--- src/tcw_pkg.sv ---
`default_nettype none

package tcw_pkg;

  localparam int unsigned CELL_W = 16;
  localparam int unsigned POS_W  = 11;
  localparam int unsigned ADDR_W = 11;
  localparam int unsigned TAB_BITS = 3;

  localparam logic [1:0] KIND_PUT   = 2'd0;
  localparam logic [1:0] KIND_CLEAR = 2'd1;
  localparam logic [1:0] KIND_READ  = 2'd2;

  localparam logic [7:0] CH_BACKSPACE = 8'd8;
  localparam logic [7:0] CH_TAB       = 8'd9;
  localparam logic [7:0] CH_NEWLINE   = 8'd10;

  localparam logic [7:0]        ATTR_BYTE  = 8'h07;
  localparam logic [CELL_W-1:0] BLANK_CELL = 16'h0720;

  typedef struct packed {
    logic              done;
    logic [POS_W-1:0]  pos;
    logic [CELL_W-1:0] data;
  } result_t;

endpackage

`default_nettype wire

--- src/tcw_seq.sv ---
`default_nettype none

module tcw_seq #(
  parameter int unsigned COLUMNS = 80,
  parameter int unsigned ROWS    = 25,
  localparam int unsigned CELLS  = COLUMNS * ROWS,
  localparam int unsigned AW     = $clog2(CELLS)
) (
  input  wire logic                              clk_i,
  input  wire logic                              rst_ni,
  input  wire logic                              accept_i,
  input  wire logic [1:0]                        kind_i,
  input  wire logic [7:0]                        char_code_i,
  input  wire logic [tcw_pkg::ADDR_W-1:0]        read_address_i,
  output logic                                   ready_o,
  output tcw_pkg::result_t                       res_o,
  output logic                                   we_o,
  output logic [AW-1:0]                          waddr_o,
  output logic [tcw_pkg::CELL_W-1:0]             wdata_o,
  output logic [AW-1:0]                          raddr_o,
  input  wire logic [tcw_pkg::CELL_W-1:0]        rdata_i
);

  localparam int unsigned CW  = $clog2(COLUMNS);
  localparam int unsigned RW  = $clog2(ROWS);
  localparam int unsigned SW  = $clog2(CELLS + 1);
  localparam int unsigned LRB = (ROWS - 1) * COLUMNS;

  localparam logic [2:0] ST_IDLE   = 3'd0;
  localparam logic [2:0] ST_CLEAR  = 3'd1;
  localparam logic [2:0] ST_TAB    = 3'd2;
  localparam logic [2:0] ST_SCROLL = 3'd3;
  localparam logic [2:0] ST_READ   = 3'd4;

  logic [2:0]    st_q, st_d;
  logic [CW-1:0] col_q, col_d;
  logic [RW-1:0] row_q, row_d;
  logic [SW-1:0] cnt_q, cnt_d;
  logic          rep_q, rep_d;

  logic          last_col, last_row;
  logic [AW-1:0] cur_idx, bs_idx;
  logic [CW-1:0] adv_col, bs_col;
  logic [RW-1:0] adv_row, bs_row, nl_row;
  logic          adv_scroll;
  logic [11:0]   pos_full;

  assign last_col = (col_q == CW'(COLUMNS - 1));
  assign last_row = (row_q == RW'(ROWS - 1));
  assign cur_idx  = AW'(row_q) * AW'(COLUMNS) + AW'(col_q);
  assign bs_idx   = (cur_idx == '0) ? '0 : cur_idx - AW'(1);
  assign nl_row   = last_row ? row_q : row_q + RW'(1);

  // cursor after one glyph, with wrap and scroll detection
  always_comb begin
    adv_scroll = 1'b0;
    adv_row    = row_q;
    adv_col    = col_q + CW'(1);
    if (last_col) begin
      adv_col = '0;
      if (last_row) begin
        adv_scroll = 1'b1;
      end else begin
        adv_row = row_q + RW'(1);
      end
    end
  end

  always_comb begin
    bs_col = col_q;
    bs_row = row_q;
    if (col_q != '0) begin
      bs_col = col_q - CW'(1);
    end else if (row_q != '0) begin
      bs_row = row_q - RW'(1);
      bs_col = CW'(COLUMNS - 1);
    end
  end

  always_comb begin
    st_d      = st_q;
    col_d     = col_q;
    row_d     = row_q;
    cnt_d     = cnt_q;
    rep_d     = rep_q;
    we_o      = 1'b0;
    waddr_o   = cur_idx;
    wdata_o   = tcw_pkg::BLANK_CELL;
    raddr_o   = AW'(read_address_i);
    res_o.done = 1'b0;
    res_o.data = '0;
    unique case (st_q)
      ST_IDLE: begin
        if (accept_i) begin
          unique case (kind_i)
            tcw_pkg::KIND_PUT: begin
              priority if (char_code_i == tcw_pkg::CH_NEWLINE) begin
                col_d = '0;
                row_d = nl_row;
                if (last_row) begin
                  st_d  = ST_SCROLL;
                  cnt_d = '0;
                end else begin
                  res_o.done = 1'b1;
                end
              end else if (char_code_i == tcw_pkg::CH_TAB) begin
                st_d = ST_TAB;
              end else if (char_code_i == tcw_pkg::CH_BACKSPACE) begin
                we_o       = 1'b1;
                waddr_o    = bs_idx;
                col_d      = bs_col;
                row_d      = bs_row;
                res_o.done = 1'b1;
              end else begin
                we_o    = 1'b1;
                wdata_o = {tcw_pkg::ATTR_BYTE, char_code_i};
                col_d   = adv_col;
                row_d   = adv_row;
                if (adv_scroll) begin
                  st_d  = ST_SCROLL;
                  cnt_d = '0;
                end else begin
                  res_o.done = 1'b1;
                end
              end
            end
            tcw_pkg::KIND_CLEAR: begin
              st_d  = ST_CLEAR;
              cnt_d = '0;
              col_d = '0;
              row_d = '0;
              rep_d = 1'b1;
            end
            tcw_pkg::KIND_READ: begin
              if ({2'b00, read_address_i} < 13'(CELLS)) begin
                st_d = ST_READ;
              end else begin
                res_o.done = 1'b1;
              end
            end
            default: begin
              res_o.done = 1'b1;
            end
          endcase
        end
      end
      ST_TAB: begin
        we_o  = 1'b1;
        col_d = adv_col;
        row_d = adv_row;
        if (adv_scroll) begin
          st_d  = ST_SCROLL;
          cnt_d = '0;
        end else if (adv_col[tcw_pkg::TAB_BITS-1:0] == '0) begin
          st_d       = ST_IDLE;
          res_o.done = 1'b1;
        end
      end
      ST_SCROLL: begin
        raddr_o = AW'(cnt_q + SW'(COLUMNS));
        if (cnt_q != '0) begin
          we_o    = 1'b1;
          waddr_o = AW'(cnt_q - SW'(1));
          wdata_o = (cnt_q <= SW'(LRB)) ? rdata_i : tcw_pkg::BLANK_CELL;
        end
        if (cnt_q == SW'(CELLS)) begin
          st_d       = ST_IDLE;
          res_o.done = 1'b1;
        end else begin
          cnt_d = cnt_q + SW'(1);
        end
      end
      ST_CLEAR: begin
        we_o    = 1'b1;
        waddr_o = AW'(cnt_q);
        if (cnt_q == SW'(CELLS - 1)) begin
          st_d       = ST_IDLE;
          res_o.done = rep_q;
        end else begin
          cnt_d = cnt_q + SW'(1);
        end
      end
      ST_READ: begin
        st_d       = ST_IDLE;
        res_o.done = 1'b1;
        res_o.data = rdata_i;
      end
      default: begin
        st_d = ST_IDLE;
      end
    endcase
    pos_full  = 12'(row_d) * 12'(COLUMNS) + 12'(col_d);
    res_o.pos = pos_full[tcw_pkg::POS_W-1:0];
  end

  assign ready_o   = (st_q == ST_IDLE);

  always_ff @(posedge clk_i or negedge rst_ni) begin
    if (!rst_ni) begin
      st_q  <= ST_CLEAR;
      col_q <= '0;
      row_q <= '0;
      cnt_q <= '0;
      rep_q <= 1'b0;
    end else begin
      st_q  <= st_d;
      col_q <= col_d;
      row_q <= row_d;
      cnt_q <= cnt_d;
      rep_q <= rep_d;
    end
  end

endmodule

`default_nettype wire

--- config.mk ---
export PLATFORM = sky130hd
export DESIGN_NAME = tcw_seq
export DESIGN_NICKNAME = d
export VERILOG_FILES = /design/src/tcw_pkg.sv /design/src/tcw_seq.sv
export SDC_FILE = /design/constraint.sdc
export NUM_CORES = 1
export LEC_CHECK = 0
export BUFFER_PORTS_ARGS = -buffer_cell sky130_fd_sc_hd__buf_2
export CAP_MARGIN = 20
export CORE_MARGIN = 2
export CORE_UTILIZATION = 56
export CTS_CLUSTER_DIAMETER = 30
export CTS_CLUSTER_SIZE = 40
export DETAILED_ROUTE_END_ITERATION = 16
export PLACE_DENSITY = 0.9
export SLEW_MARGIN = 20
export SYNTH_ARGS = -nofsm -noshare
export SYNTH_HDL_FRONTEND = slang
export SYNTH_SLANG_ARGS = --single-unit
--- constraint.sdc ---
create_clock -name clk_i -period 7.6 [get_ports clk_i]
set_clock_uncertainty 0.05 [all_clocks]
set_input_delay 1.14 -clock clk_i [delete_from_list [all_inputs] [get_ports clk_i]]
set_output_delay 1.14 -clock clk_i [all_outputs]
set_load 0.01 [all_outputs]
* Word level (Yosys, flattened, before mapping)
Index checks and enable logic that the tools add are counted.
W data, S select, Z words.
** Word-level totals
- Input bits :: 40
- Logic and storage cells :: 139
- Register bits :: 27
** Cells by class
- $lt $le $gt $ge :: 2
- Multipliers :: 2
- Reductions and logical operators :: 12
- Mux-type cells :: 81
- Add/sub/neg operators :: 10
- Equal/unequal tests :: 27
** Operator list (count)
- $mux W11 :: 16
- $mux W7 :: 7
- $mux W16 :: 3
- $pmux W11 S4 :: 1
- $mux W5 :: 8
- $mux W8 :: 5
- $mux W3 :: 11
- $pmux W11 S3 :: 1
- $pmux W16 S2 :: 1
- $pmux W7 S2 :: 2
- $eq A8 B4 Y1 const B :: 3
- $add A11 B7 Y11 :: 2
- $eq A11 B11 Y1 const B :: 2
- $pmux W11 S2 :: 1
- $sub A11 B1 Y11 const B :: 2
- $pmux W5 S2 :: 2
- $mux W1 :: 18
- $mul A5 B3 Y7 const B :: 2
- $ne A4 B4 Y1 const B :: 3
- $pmux W3 S4 :: 1
- $add A11 B1 Y11 const B :: 1
- $add A11 B7 Y11 const B :: 1
- $le A11 B11 Y1 const B :: 1
- $logic_not A11 Y1 :: 1
- 30 further kinds :: 39

* Depth between registers and ports, before layout
Gate-level depths: netlist (run 1).
- Depth after elaboration :: 11
- Depth in mapped cells :: 20
- Depth with buffers taken out :: 18

* Worst setup path after synthesis (run 1)
No wires, ideal clock.
- Kind :: input -> output
- Start :: in char_code_i[5]
- End :: out res_o[26] (netlist bit)
- Arrival time :: 5203 ps
- Setup slack :: 1207 ps
- Cell stages on the path :: 17
- Buffers on the path :: 2
- Cell sequence :: or4_1 -> buf_2 -> or4_1 -> buf_2 -> a21oi_1 -> nor2_1 -> a211oi_2 -> o221ai_1 -> ha_1 -> ha_1 -> inv_1 -> fa_1 -> or2_2 -> o21ai_0 -> or4b_2 -> o21ai_0 -> xor2_1
** RTL lines
- from (decl) :: RTL line tcw_seq.sv:13 : input wire logic [7:0] char_code_i,
- to (decl) :: RTL line tcw_seq.sv:16 : output tcw_pkg::result_t res_o,

==> results of run 1 <==
[worst min-delay path by stage]
stage,slack (ns),endpoint,start,cells after the start
6_report,0.50,rep_q,rep_q,1
5_1_grt,0.50,rep_q,rep_q,1
4_1_cts,0.49,rep_q,rep_q,1
3_5_place_dp,0.46,rep_q,rep_q,1
3_3_place_gp,0.43,rep_q,rep_q,1
2_1_floorplan,0.39,rep_q,rep_q,1
[flip-flops by register name (all words and copies together) (netlist names)]
register / cells
cnt_q: 11
col_q: 7
st_q: 3
rep_q: 1
row_q: 5
[Yosys cell counts, types with 3 or more instances]
cell type / count / share of area (%)
a211o_1: 4 / 0.78
a211oi_1: 10 / 1.7
a21o_1: 12 / 2.0
a21oi_1: 45 / 5.0
a221o_1: 3 / 0.66
a22o_1: 7 / 1.4
a31o_2: 5 / 0.97
a31oi_1: 10 / 1.4
and2_1: 12 / 1.7
and3_1: 31 / 4.3
buf_2: 6 / 0.66
buf_4: 4 / 0.66
clkbuf_1: 39 / 3.2
dfrtp_1: 26 / 14
fa_1: 4 / 1.8
ha_1: 34 / 9.4
inv_1: 29 / 2.4
mux2i_1: 5 / 1.1
nand2_1: 68 / 5.7
nand2b_1: 10 / 1.4
nand3_1: 16 / 1.8
nand4_1: 8 / 1.1
nor2_1: 45 / 3.7
nor2b_1: 3 / 0.42
nor3_1: 21 / 2.3
nor3b_1: 4 / 0.66
nor4_1: 3 / 0.42
o211ai_1: 6 / 1.0
o21a_1: 4 / 0.66
o21ai_0: 72 / 8.0
o22ai_1: 5 / 0.69
o31a_1: 3 / 0.58
o31ai_1: 5 / 0.83
or2_2: 3 / 0.42
or3_1: 4 / 0.55
or4_1: 4 / 0.66
xnor2_1: 13 / 2.5
xor2_1: 14 / 2.7
[critical path, cell delays in order]
cell and delay [ns]:
buf_2 0.10, or4_1 0.65, or4_1 0.68, nor3_2 0.31
nor2_1 0.08, a211oi_2 0.26, o221ai_1 0.20, ha_1 0.35
ha_1 0.16, inv_1 0.06, fa_1 0.40, or2_2 0.30
o21ai_0 0.08, or4b_2 0.59, o21ai_0 0.12, xor2_1 0.15
buf_2 0.14
[placed cells by master, fill, tap and decap left out, types with 14 or more instances in the layout]
cell type / Yosys / final
nor3_1: 21 / 21
xor2_1: 14 / 14
dfrtp_1: 26 / 26
nor2_1: 45 / 44
nand2_1: 68 / 68
a21oi_1: 45 / 45
buf_2: 6 / 107
inv_1: 29 / 29
and3_1: 31 / 31
ha_1: 34 / 34
nand3_1: 16 / 16
o21ai_0: 72 / 72
[kinds of logic after synthesis]
kind of cell               Yosys count  synth area share, %
adders and majority gates           38                 11.2
xor gates and xnor gates            27                 5.24
AOI/OAI and AO/OA                  219                 31.2
muxes                                8                 1.86
and+or+nand+nor                    245                 28.2
DFF                                 27                 15.0
buffers and inverters               80                 7.31
[power by group]
group	internal, mW	leakage, nW	switching, mW	total, mW
clock	0.0379	0.0228	0.0568	0.0948
combinational	0.416	2.14	0.693	1.11
sequential	0.191	0.349	0.141	0.332
total	0.645	2.51	0.890	1.54
[metrics by stage]
stage	util (%)	cells	setup WS (ns)
final	64.8	809	0.624
after global routing	64.8	809	0.331
after CTS	64.8	809	0.623
after detailed placement	64.2	805	0.616
after global placement	64.1	805	0.771
after floorplan	-	644	1.21
[metal layers]
metal / up-vias / GRT usage, %
li1: 2481 / -
met1: 2563 / 43.7
met2: 414 / 59.4
met3: 71 / 5.70
met4: 0 / 18.4
met5: - / 0
[final cells by class]
type,count,area (µm²)
Tap cell,102,128
Inverter,29,109
Sequential cell,27,677
Clock buffer,4,45.0
Multi-Input combinational cell,537,3520
Fill cell,730,2730
Timing Repair Buffer,110,558
==> impl_metrics.env, run 1 <==
export IMPL_die_area_mm2=0.00880
export IMPL_grt_max_degree=31
export IMPL_fmax_ghz=0.143
export IMPL_drt_iter0_markers=514
export IMPL_wl_met3_mm=1.83
export IMPL_p_leak_nw=2.51
export IMPL_max_slew_worst_pin_slew_ns=0.979
export IMPL_cts_num_sinks=27
export IMPL_syn_to_final_growth_pct=11.5
export IMPL_critPathArrivalTime_ns=5.79
export IMPL_maxSlewViolCount=0
export IMPL_worstSetupStartpoint="char_code_i[5]"
export IMPL_period_minus_slack_ns=6.98
export IMPL_nets=786
export IMPL_top_layer_used="met4"
export IMPL_root_buffer="clkbuf_8"
export IMPL_cts_buffer_depth=2
export IMPL_antenna_found_initial=0
export IMPL_critPathRequiredTime_ns=6.41
export IMPL_routed_via_density=6.83
export IMPL_wl_met2_mm=7.67
export IMPL_fp_row_count=32
export IMPL_slew_headroom_pct=33.8
export IMPL_hold_viol=0
export IMPL_endpoint="res_o[26]"
export IMPL_postSynth_asyncResetShare_pct=100
export IMPL_track_usage_pct=35.5
export IMPL_tns_ns=0
export IMPL_rr_endpoint="col_q[5]"
export IMPL_clk_latency_ns=0.30
export IMPL_io_pins=108
export IMPL_core_mm2=0.00777
export IMPL_ctsResizeCount=0
export IMPL_path_clk_slew_ns=0.12
export IMPL_drc_errors=0
export IMPL_antenna_left=0
export IMPL_grt_pass1_vias=5102
export IMPL_wl_per_cell_um=19.8
export IMPL_worstSetupPathType="in -> out"
export IMPL_gp_congestion=0.963
export IMPL_cts_tree="done"
export IMPL_synth_seq_cells=27
export IMPL_post_cts_buffers=0
export IMPL_die_w_um=93.8
export IMPL_setup_viol=0
export IMPL_postLayoutCellArea_mm2=0.00503
export IMPL_reg2reg_from="st_q[1]"
export IMPL_port_buffers=107
export IMPL_dieHeight_um=93.8
export IMPL_grt_overflow=0
export IMPL_cts_hold_buf=0
export IMPL_synth_avg_cell_area_um2=7.01
export IMPL_ys_warn_count=0
export IMPL_critPathMaxFanout=11
export IMPL_placed_cell_area_mm2=0.00499
export IMPL_status="finished clean"
export IMPL_synth_ff_type="dfrtp_1"
export IMPL_antenna_cells=0
export IMPL_power_density_mw_per_mm2=305
export IMPL_routed_wirelength_mm=16.0
export IMPL_yosysSeqAreaShare_pct=15.0
export IMPL_ys_types=75
export IMPL_syn_cell_area_mm2=0.00452
export IMPL_wl_met1_mm=5.83
export IMPL_period_share_pct=91.8
export IMPL_synth_edf_count=0
export IMPL_cts_max_level=1
export IMPL_holdWs_ns=0.501
export IMPL_drv_cap=0
export IMPL_initial_core_util_pct=58.2
export IMPL_end_kind="output pin"
export IMPL_rrSetupSlack_ns=4.09
export IMPL_min_path_type="reg -> reg"
export IMPL_netlist_instances=644
export IMPL_total_power_mw=1.54
export IMPL_reg2reg_depth=8
export IMPL_worst_setup_path_start_kind="input pin"
export IMPL_rsz0062_at_grt="no"
export IMPL_numCtsBuffers=3
export IMPL_vdd_drop_max_v=0.000163
export IMPL_syn_nets=722
export IMPL_drtPass1Iterations=6
export IMPL_drive_gt1_share_pct=19.1
export IMPL_grt_pass1_wl_mm=24.9
export IMPL_hpwlAfterDp_mm=12.4
export IMPL_vias=5529
No activity file was read; power rests on OpenSTA's default activity.
==> run 2, diff against run 1 <==
--- a/config.mk
+++ b/config.mk
@@ -5,10 +5,11 @@
 export SDC_FILE = /design/constraint.sdc
 export NUM_CORES = 1
 export LEC_CHECK = 0
+export ABC_AREA = 1
 export BUFFER_PORTS_ARGS = -buffer_cell sky130_fd_sc_hd__buf_2
 export CAP_MARGIN = 20
 export CORE_MARGIN = 2
-export CORE_UTILIZATION = 56
+export CORE_UTILIZATION = 57
 export CTS_CLUSTER_DIAMETER = 30
 export CTS_CLUSTER_SIZE = 40
 export DETAILED_ROUTE_END_ITERATION = 16
==> run 2 against run 1 <==
Compared with the run above:
- synthesized area increased by 9.2%
- count of clock-buffer cells in the layout decreased by 1
- die area increased by 7.0%
- combinational power increased by 20%
- final area increased by 9.3%
- worst setup slack improved by 0.82 ns
- synthesized cell count increased by 36%
- hold slack got worse by 0.053 ns
- critical endpoint unchanged
- highest routed layer unchanged
==> impl_metrics.env, run 2 <==
export IMPL_hpwlAfterDp_mm=12.7
export IMPL_tns_ns=0
export IMPL_drtPass1Iterations=8
export IMPL_end_kind="output pin"
export IMPL_root_buffer="clkbuf_8"
export IMPL_cts_num_sinks=27
export IMPL_worstSetupPathType="in -> out"
export IMPL_clk_latency_ns=0.28
export IMPL_met1_usage_pct=45.9
export IMPL_grt_max_degree=32
export IMPL_yosysMostFrequentCell="nand2_1"
export IMPL_period_minus_slack_ns=6.16
export IMPL_fp_row_count=33
export IMPL_synth_avg_cell_area_um2=5.65
export IMPL_setup_viol=0
export IMPL_p_leak_nw=3.01
export IMPL_io_pins=108
export IMPL_numCtsBuffers=3
export IMPL_drive_gt1_share_pct=15.4
export IMPL_regMostFlops="cnt_q"
export IMPL_synth_seq_cells=27
export IMPL_slew_headroom_pct=48.7
export IMPL_place_inst=1056
export IMPL_period_share_pct=81.1
export IMPL_die_w_um=97.0
export IMPL_antenna_cells=0
export IMPL_drc_errors=0
export IMPL_yosysSeqAreaShare_pct=13.7
export IMPL_grt_pass1_vias=5633
export IMPL_syn_cell_area_mm2=0.00493
export IMPL_critPathArrivalTime_ns=4.97
export IMPL_power_density_mw_per_mm2=313
export IMPL_layout_common_cells="228 x nand2_1, 120 x inv_1, 107 x buf_2"
export IMPL_initial_core_util_pct=59.4
export IMPL_worst_setup_path_start_kind="input pin"
export IMPL_postSynth_asyncResetShare_pct=100
export IMPL_critPathMaxFanout=14
export IMPL_gp_congestion=1.07
export IMPL_critPathRequiredTime_ns=6.41
export IMPL_cts_max_level=1
export IMPL_die_area_mm2=0.00942
export IMPL_synth_ff_type="dfrtp_1"
export IMPL_max_slew_worst_pin_slew_ns=0.767
export IMPL_holdWs_ns=0.448
export IMPL_wl_per_cell_um=14.9
export IMPL_rsz0062_at_grt="no"
export IMPL_instances_no_fill=1060
export IMPL_antenna_left=0
export IMPL_syn_nets=951
export IMPL_grt_pass1_wl_mm=26.3
export IMPL_path_clk_slew_ns=0.11
export IMPL_antenna_found_initial=0
export IMPL_fmax_ghz=0.162
export IMPL_ys_types=42
export IMPL_post_route_util_pct=66.3
export IMPL_total_power_mw=1.72
export IMPL_synthTopCellsByCount="228 x nand2_1, 120 x inv_1, 99 x nor2_1, 97 x nand3_1, 59 x o21ai_0"
export IMPL_postLayoutSetupSlackWorst_ns=1.44
export IMPL_routed_via_density=5.85
export IMPL_cts_tree="done"
export IMPL_cts_buffer_depth=2
export IMPL_cts_hold_buf=0
export IMPL_vias=6206
export IMPL_ctsResizeCount=0
export IMPL_use_met2_pct=52.0
export IMPL_synth_area_leaders="nand2_1 17%, dfrtp_1 13%, nand3_1 9.8%"
export IMPL_maxSlewViolCount=0
export IMPL_dp_slack_ns=1.51
export IMPL_track_usage_pct=33.2
export IMPL_status="finished clean"
export IMPL_netlist_instances=873
export IMPL_ys_warn_count=0
export IMPL_vdd_drop_max_v=0.000203
export IMPL_placed_cell_area_mm2=0.00546
export IMPL_layout_commonest_cell="nand2_1"
export IMPL_gr_max_usage_layer="met2"
export IMPL_drv_cap=0
export IMPL_nets=1034
export IMPL_grt_overflow=0
export IMPL_reg_top3="cnt_q x11, col_q x7, row_q x5"
export IMPL_drt_iter0_markers=772
export IMPL_largest_reg_flops=11
export IMPL_core_mm2=0.00830
export IMPL_port_buffers=107
export IMPL_post_cts_buffers=0
export IMPL_synth_top_area_cell="nand2_1"
export IMPL_yosysTopAreaCellShare_pct=17.3
export IMPL_hold_viol=0
export IMPL_dieHeight_um=97.0
export IMPL_use_met3_pct=6.65
export IMPL_synth_edf_count=0
export IMPL_postLayoutCellArea_mm2=0.00550
export IMPL_routed_wirelength_mm=15.8
export IMPL_min_path_type="reg -> reg"
export IMPL_syn_to_final_growth_pct=11.6
## run 2: cell types whose count changed in the layout (fill, tap and decap cells not counted), sizes merged, moves of 12 or more
cell | before | now
a21o | 12 | 0
and2 | 12 | 0
and3 | 31 | 0
inv | 29 | 131
nand2 | 68 | 230
nand3 | 17 | 100
nor2 | 45 | 110
## run 2: layout make-up
| type | count | area, µm² |
|---|---|---|
| Timing Repair Buffer | 108 | 543 |
| Clock inverter | 1 | 7.51 |
| Inverter | 133 | 499 |
| Clock buffer | 3 | 41.3 |
| Tap cell | 105 | 131 |
| Sequential cell | 27 | 677 |
| Multi-Input combinational cell | 683 | 3600 |
| Fill cell | 800 | 2800 |
## run 2: cell families (layout without fill, tap and decap cells)
| kind of cell | after synthesis | in the layout | share of synthesized area, % |
|---|---|---|---|
| AOI/OAI and AO/OA | 145 | 145 | 16.2 |
| xor gates and xnor gates | 22 | 22 | 3.91 |
| adders and majority gates | 38 | 38 | 10.2 |
| buffers and inverters | 163 | 245 | 13.2 |
| DFF | 27 | 27 | 13.7 |
| and+or+nand+nor | 478 | 478 | 42.7 |
## run 2: power by group
group	switching (mW)	leakage (nW)	internal, mW	total, mW
combinational	0.889	2.64	0.436	1.33
clock	0.0519	0.0217	0.0374	0.0893
sequential	0.118	0.350	0.189	0.306
## run 2: worst paths after layout
kind	from	depth (start not counted)	slack, ns	endpoint
min in group asynchronous	rst_ni	1	0.83	row_q[0]
hold reg to reg	rep_q	2	0.45	rep_q
setup reg to reg	row_q[0]	8	4.79	cnt_q[6]
hold / removal	rep_q	2	0.45	rep_q
setup / recovery	char_code_i[5]	21	1.44	res_o[26]
max in group asynchronous	rst_ni	1	6.25	cnt_q[0]
## run 2: metal layers
metal  up-vias  part of all wire (%)  routed length, µm
li1       3005                     -                  -
met3        53                    14               2280
met2       451                    43               6740
met4         0                   3.0                482
met1      2697                    40               6340
met5         -                     0                  0
## run 2: critical path: stages
cell and delay (ns):
buf_2 0.11, nor2_1 0.17, nand2_1 0.10, inv_1 0.08, nand3_1 0.41, nand2_1 0.36
inv_2 0.12, nand3_1 0.11, nand2_1 0.06, a21oi_1 0.27, ha_1 0.23, ha_1 0.19
inv_1 0.06, fa_1 0.47, nor2_1 0.18, or3b_2 0.47, xor2_1 0.18, inv_1 0.05
nand2_1 0.06, nand2_1 0.04, buf_2 0.13
==> run 3, diff against run 2 <==
--- a/config.mk
+++ b/config.mk
@@ -9,11 +9,11 @@
 export BUFFER_PORTS_ARGS = -buffer_cell sky130_fd_sc_hd__buf_2
 export CAP_MARGIN = 20
 export CORE_MARGIN = 2
-export CORE_UTILIZATION = 57
+export CORE_UTILIZATION = 51
 export CTS_CLUSTER_DIAMETER = 30
 export CTS_CLUSTER_SIZE = 40
 export DETAILED_ROUTE_END_ITERATION = 16
-export PLACE_DENSITY = 0.9
+export PLACE_DENSITY = 0.86
 export SLEW_MARGIN = 20
 export SYNTH_ARGS = -nofsm -noshare
 export SYNTH_HDL_FRONTEND = slang
==> constraint.sdc (replaced) <==
create_clock -name clk_i -period 5.25 [get_ports clk_i]
set_clock_uncertainty 0.05 [all_clocks]
set_input_delay 0.7875 -clock clk_i [delete_from_list [all_inputs] [get_ports clk_i]]
set_output_delay 0.7875 -clock clk_i [all_outputs]
set_load 0.01 [all_outputs]
==> run 3 against run 2 <==
Compared with the run above:
- final cell count rose by 4.5%
- largest power group unchanged
- first-iteration DRC count fell by 28%
- wire length rose by 5.7%
- global-route usage fell by 1.1 points
- sequential cell count did not move
- count of clock-buffer cells in the layout did not move
==> impl_metrics.env, run 3 (synthesis gave the netlist of run 2 again) <==
export IMPL_rrSetupSlack_ns=2.47
export IMPL_cts_max_level=1
export IMPL_initial_core_util_pct=52.9
export IMPL_period_minus_slack_ns=5.04
export IMPL_clk_latency_ns=0.29
export IMPL_critPathMaxFanout=5
export IMPL_nets=1058
export IMPL_tns_ns=0
export IMPL_fp_row_count=35
export IMPL_hold_viol=0
export IMPL_max_slew_worst_pin_slew_ns=0.879
export IMPL_met1_usage_pct=46.1
export IMPL_drive_gt1_share_pct=18.4
export IMPL_grt_pass1_vias=5483
export IMPL_cts_buffer_depth=2
export IMPL_status="finished clean"
export IMPL_drv_cap=0
export IMPL_antenna_left=0
export IMPL_antenna_found_initial=0
export IMPL_dp_slack_ns=0.185
export IMPL_vdd_drop_max_v=0.000294
export IMPL_worstSetupPathType="reg -> out"
export IMPL_dieHeight_um=102
export IMPL_setup_viol=0
export IMPL_critPathArrivalTime_ns=4.20
export IMPL_layout_commonest_cell="nand2_1"
export IMPL_fmax_ghz=0.198
export IMPL_vias=6256
export IMPL_worstSetupPathDepth=21
export IMPL_postLayoutSetupSlackWorst_ns=0.210
export IMPL_use_met2_pct=48.6
export IMPL_cts_tree="done"
export IMPL_path_buf_inv=5
export IMPL_root_buffer="clkbuf_8"
export IMPL_reg_top3="cnt_q x11, col_q x7, row_q x5"
export IMPL_p_leak_nw=3.13
export IMPL_routed_via_density=5.65
export IMPL_core_mm2=0.00933
export IMPL_grt_overflow=0
export IMPL_io_pins=108
export IMPL_reg2reg_depth=9
export IMPL_grt_max_degree=32
export IMPL_grt_pass1_wl_mm=26.6
export IMPL_end_kind="output pin"
export IMPL_drt_iter0_markers=557
export IMPL_post_route_util_pct=61.7
export IMPL_slowest_delay_ns=0.46
export IMPL_regMostFlops="cnt_q"
export IMPL_path_clk_slew_ns=0.11
export IMPL_total_power_mw=2.65
export IMPL_cts_hold_buf=0
export IMPL_port_buffers=107
export IMPL_crit_slowest_cell="dfrtp_2"
export IMPL_layout_common_cells="227 x nand2_1, 120 x inv_1, 107 x buf_2"
export IMPL_critPathRequiredTime_ns=4.41
export IMPL_die_area_mm2=0.0105
export IMPL_numCtsBuffers=3
export IMPL_gp_congestion=1.02
export IMPL_drc_errors=0
export IMPL_whs_path_depth=2
export IMPL_routed_wirelength_mm=16.7
export IMPL_power_density_mw_per_mm2=461
export IMPL_wl_per_cell_um=15.1
export IMPL_min_path_type="reg -> reg"
export IMPL_period_share_pct=96.0
export IMPL_syn_to_final_growth_pct=16.7
export IMPL_crit_chain="inv_1, ha_2, nand3_1, nor2_4, buf_4, buf_4, nand3_1, nand3_1, nand3_1, nand4_1, nand3_1, ha_1, ha_1, inv_1, fa_1, nor2_2, or3b_4, xor2_2, nand3_1, nand2_1, buf_2"
export IMPL_hpwlAfterDp_mm=13.4
export IMPL_worst_setup_path_start_kind="flip-flop"
export IMPL_use_met3_pct=5.47
export IMPL_maxSlewViolCount=0
export IMPL_critical_path_top_delay_family="simple AND/OR/NAND/NOR gates"
export IMPL_track_usage_pct=32.1
export IMPL_gr_max_usage_layer="met2"
export IMPL_drtPass1Iterations=8
export IMPL_cts_num_sinks=27
export IMPL_antenna_cells=0
export IMPL_slew_headroom_pct=41.2
export IMPL_largest_reg_flops=11
export IMPL_die_w_um=102
export IMPL_fillCellCount=958
export IMPL_cp_common_cell="nand3_1"
[run 3: cell types whose count changed in the layout (fill, tap and decap cells not counted), moves of 2 or more]
| cell | delta |
|---|---|
| dfrtp_2 | +2 |
| dfrtp_1 | -2 |
| ha_2 | +2 |
| buf_4 | +23 |
| ha_1 | -2 |
[run 3: tightest hold or removal path, cell delays in order, from the launching register on]
cell and delay, ns:
dfrtp_1 0.35, inv_1 0.05, o21ai_0 0.08
[run 3: final timing paths]
check                      startpoint        end
hold / removal                  rep_q      rep_q
setup reg to reg              st_q[0]   cnt_q[6]
hold reg to reg                 rep_q      rep_q
setup / recovery             col_q[1]  res_o[26]
min in group asynchronous      rst_ni   cnt_q[2]
max in group asynchronous      rst_ni   col_q[5]
[run 3: layer usage]
metal  vias to the layer above  wire (µm)
li1                       3049          -
met1                      2764       7200
met2                       400       7110
met3                        43       1980
met4                         0        456
met5                         -          0
[run 3: what timing repair did]
action	CTS	global route
setup endpoints to repair	0	1
buffers inserted	0	7
resized for setup	0	14
[run 3: stage by stage]
stage               cell area [µm²]  std cells  hold WS [ns]
floorplan                      4930        873         0.377
global placement               5610       1097         0.413
detailed placement             5610       1097         0.440
CTS                            5660       1101         0.469
global route                   5760       1108         0.499
finish                         5760       1108         0.460
[run 3: final cells by class]
cell class                 instances  area [µm²]  share of cell area [%]
sequential                        27         679                    11.8
timing repair buffer             132         727                    12.6
multi-input combinational        683        3640                    63.3
tap                              129         161                    2.80
inverter                         133         499                    8.67
clock inverter                     1        7.51                   0.130
clock buffer                       3        41.3                   0.717
[run 3: where the power goes]
part / internal (mW) / total, mW / leakage, nW / switching (mW)
registers: 0.275 / 0.411 / 0.348 / 0.136
clock network: 0.0543 / 0.135 / 0.0217 / 0.0812
logic: 0.732 / 2.11 / 2.76 / 1.38
total: 1.06 / 2.65 / 3.13 / 1.59
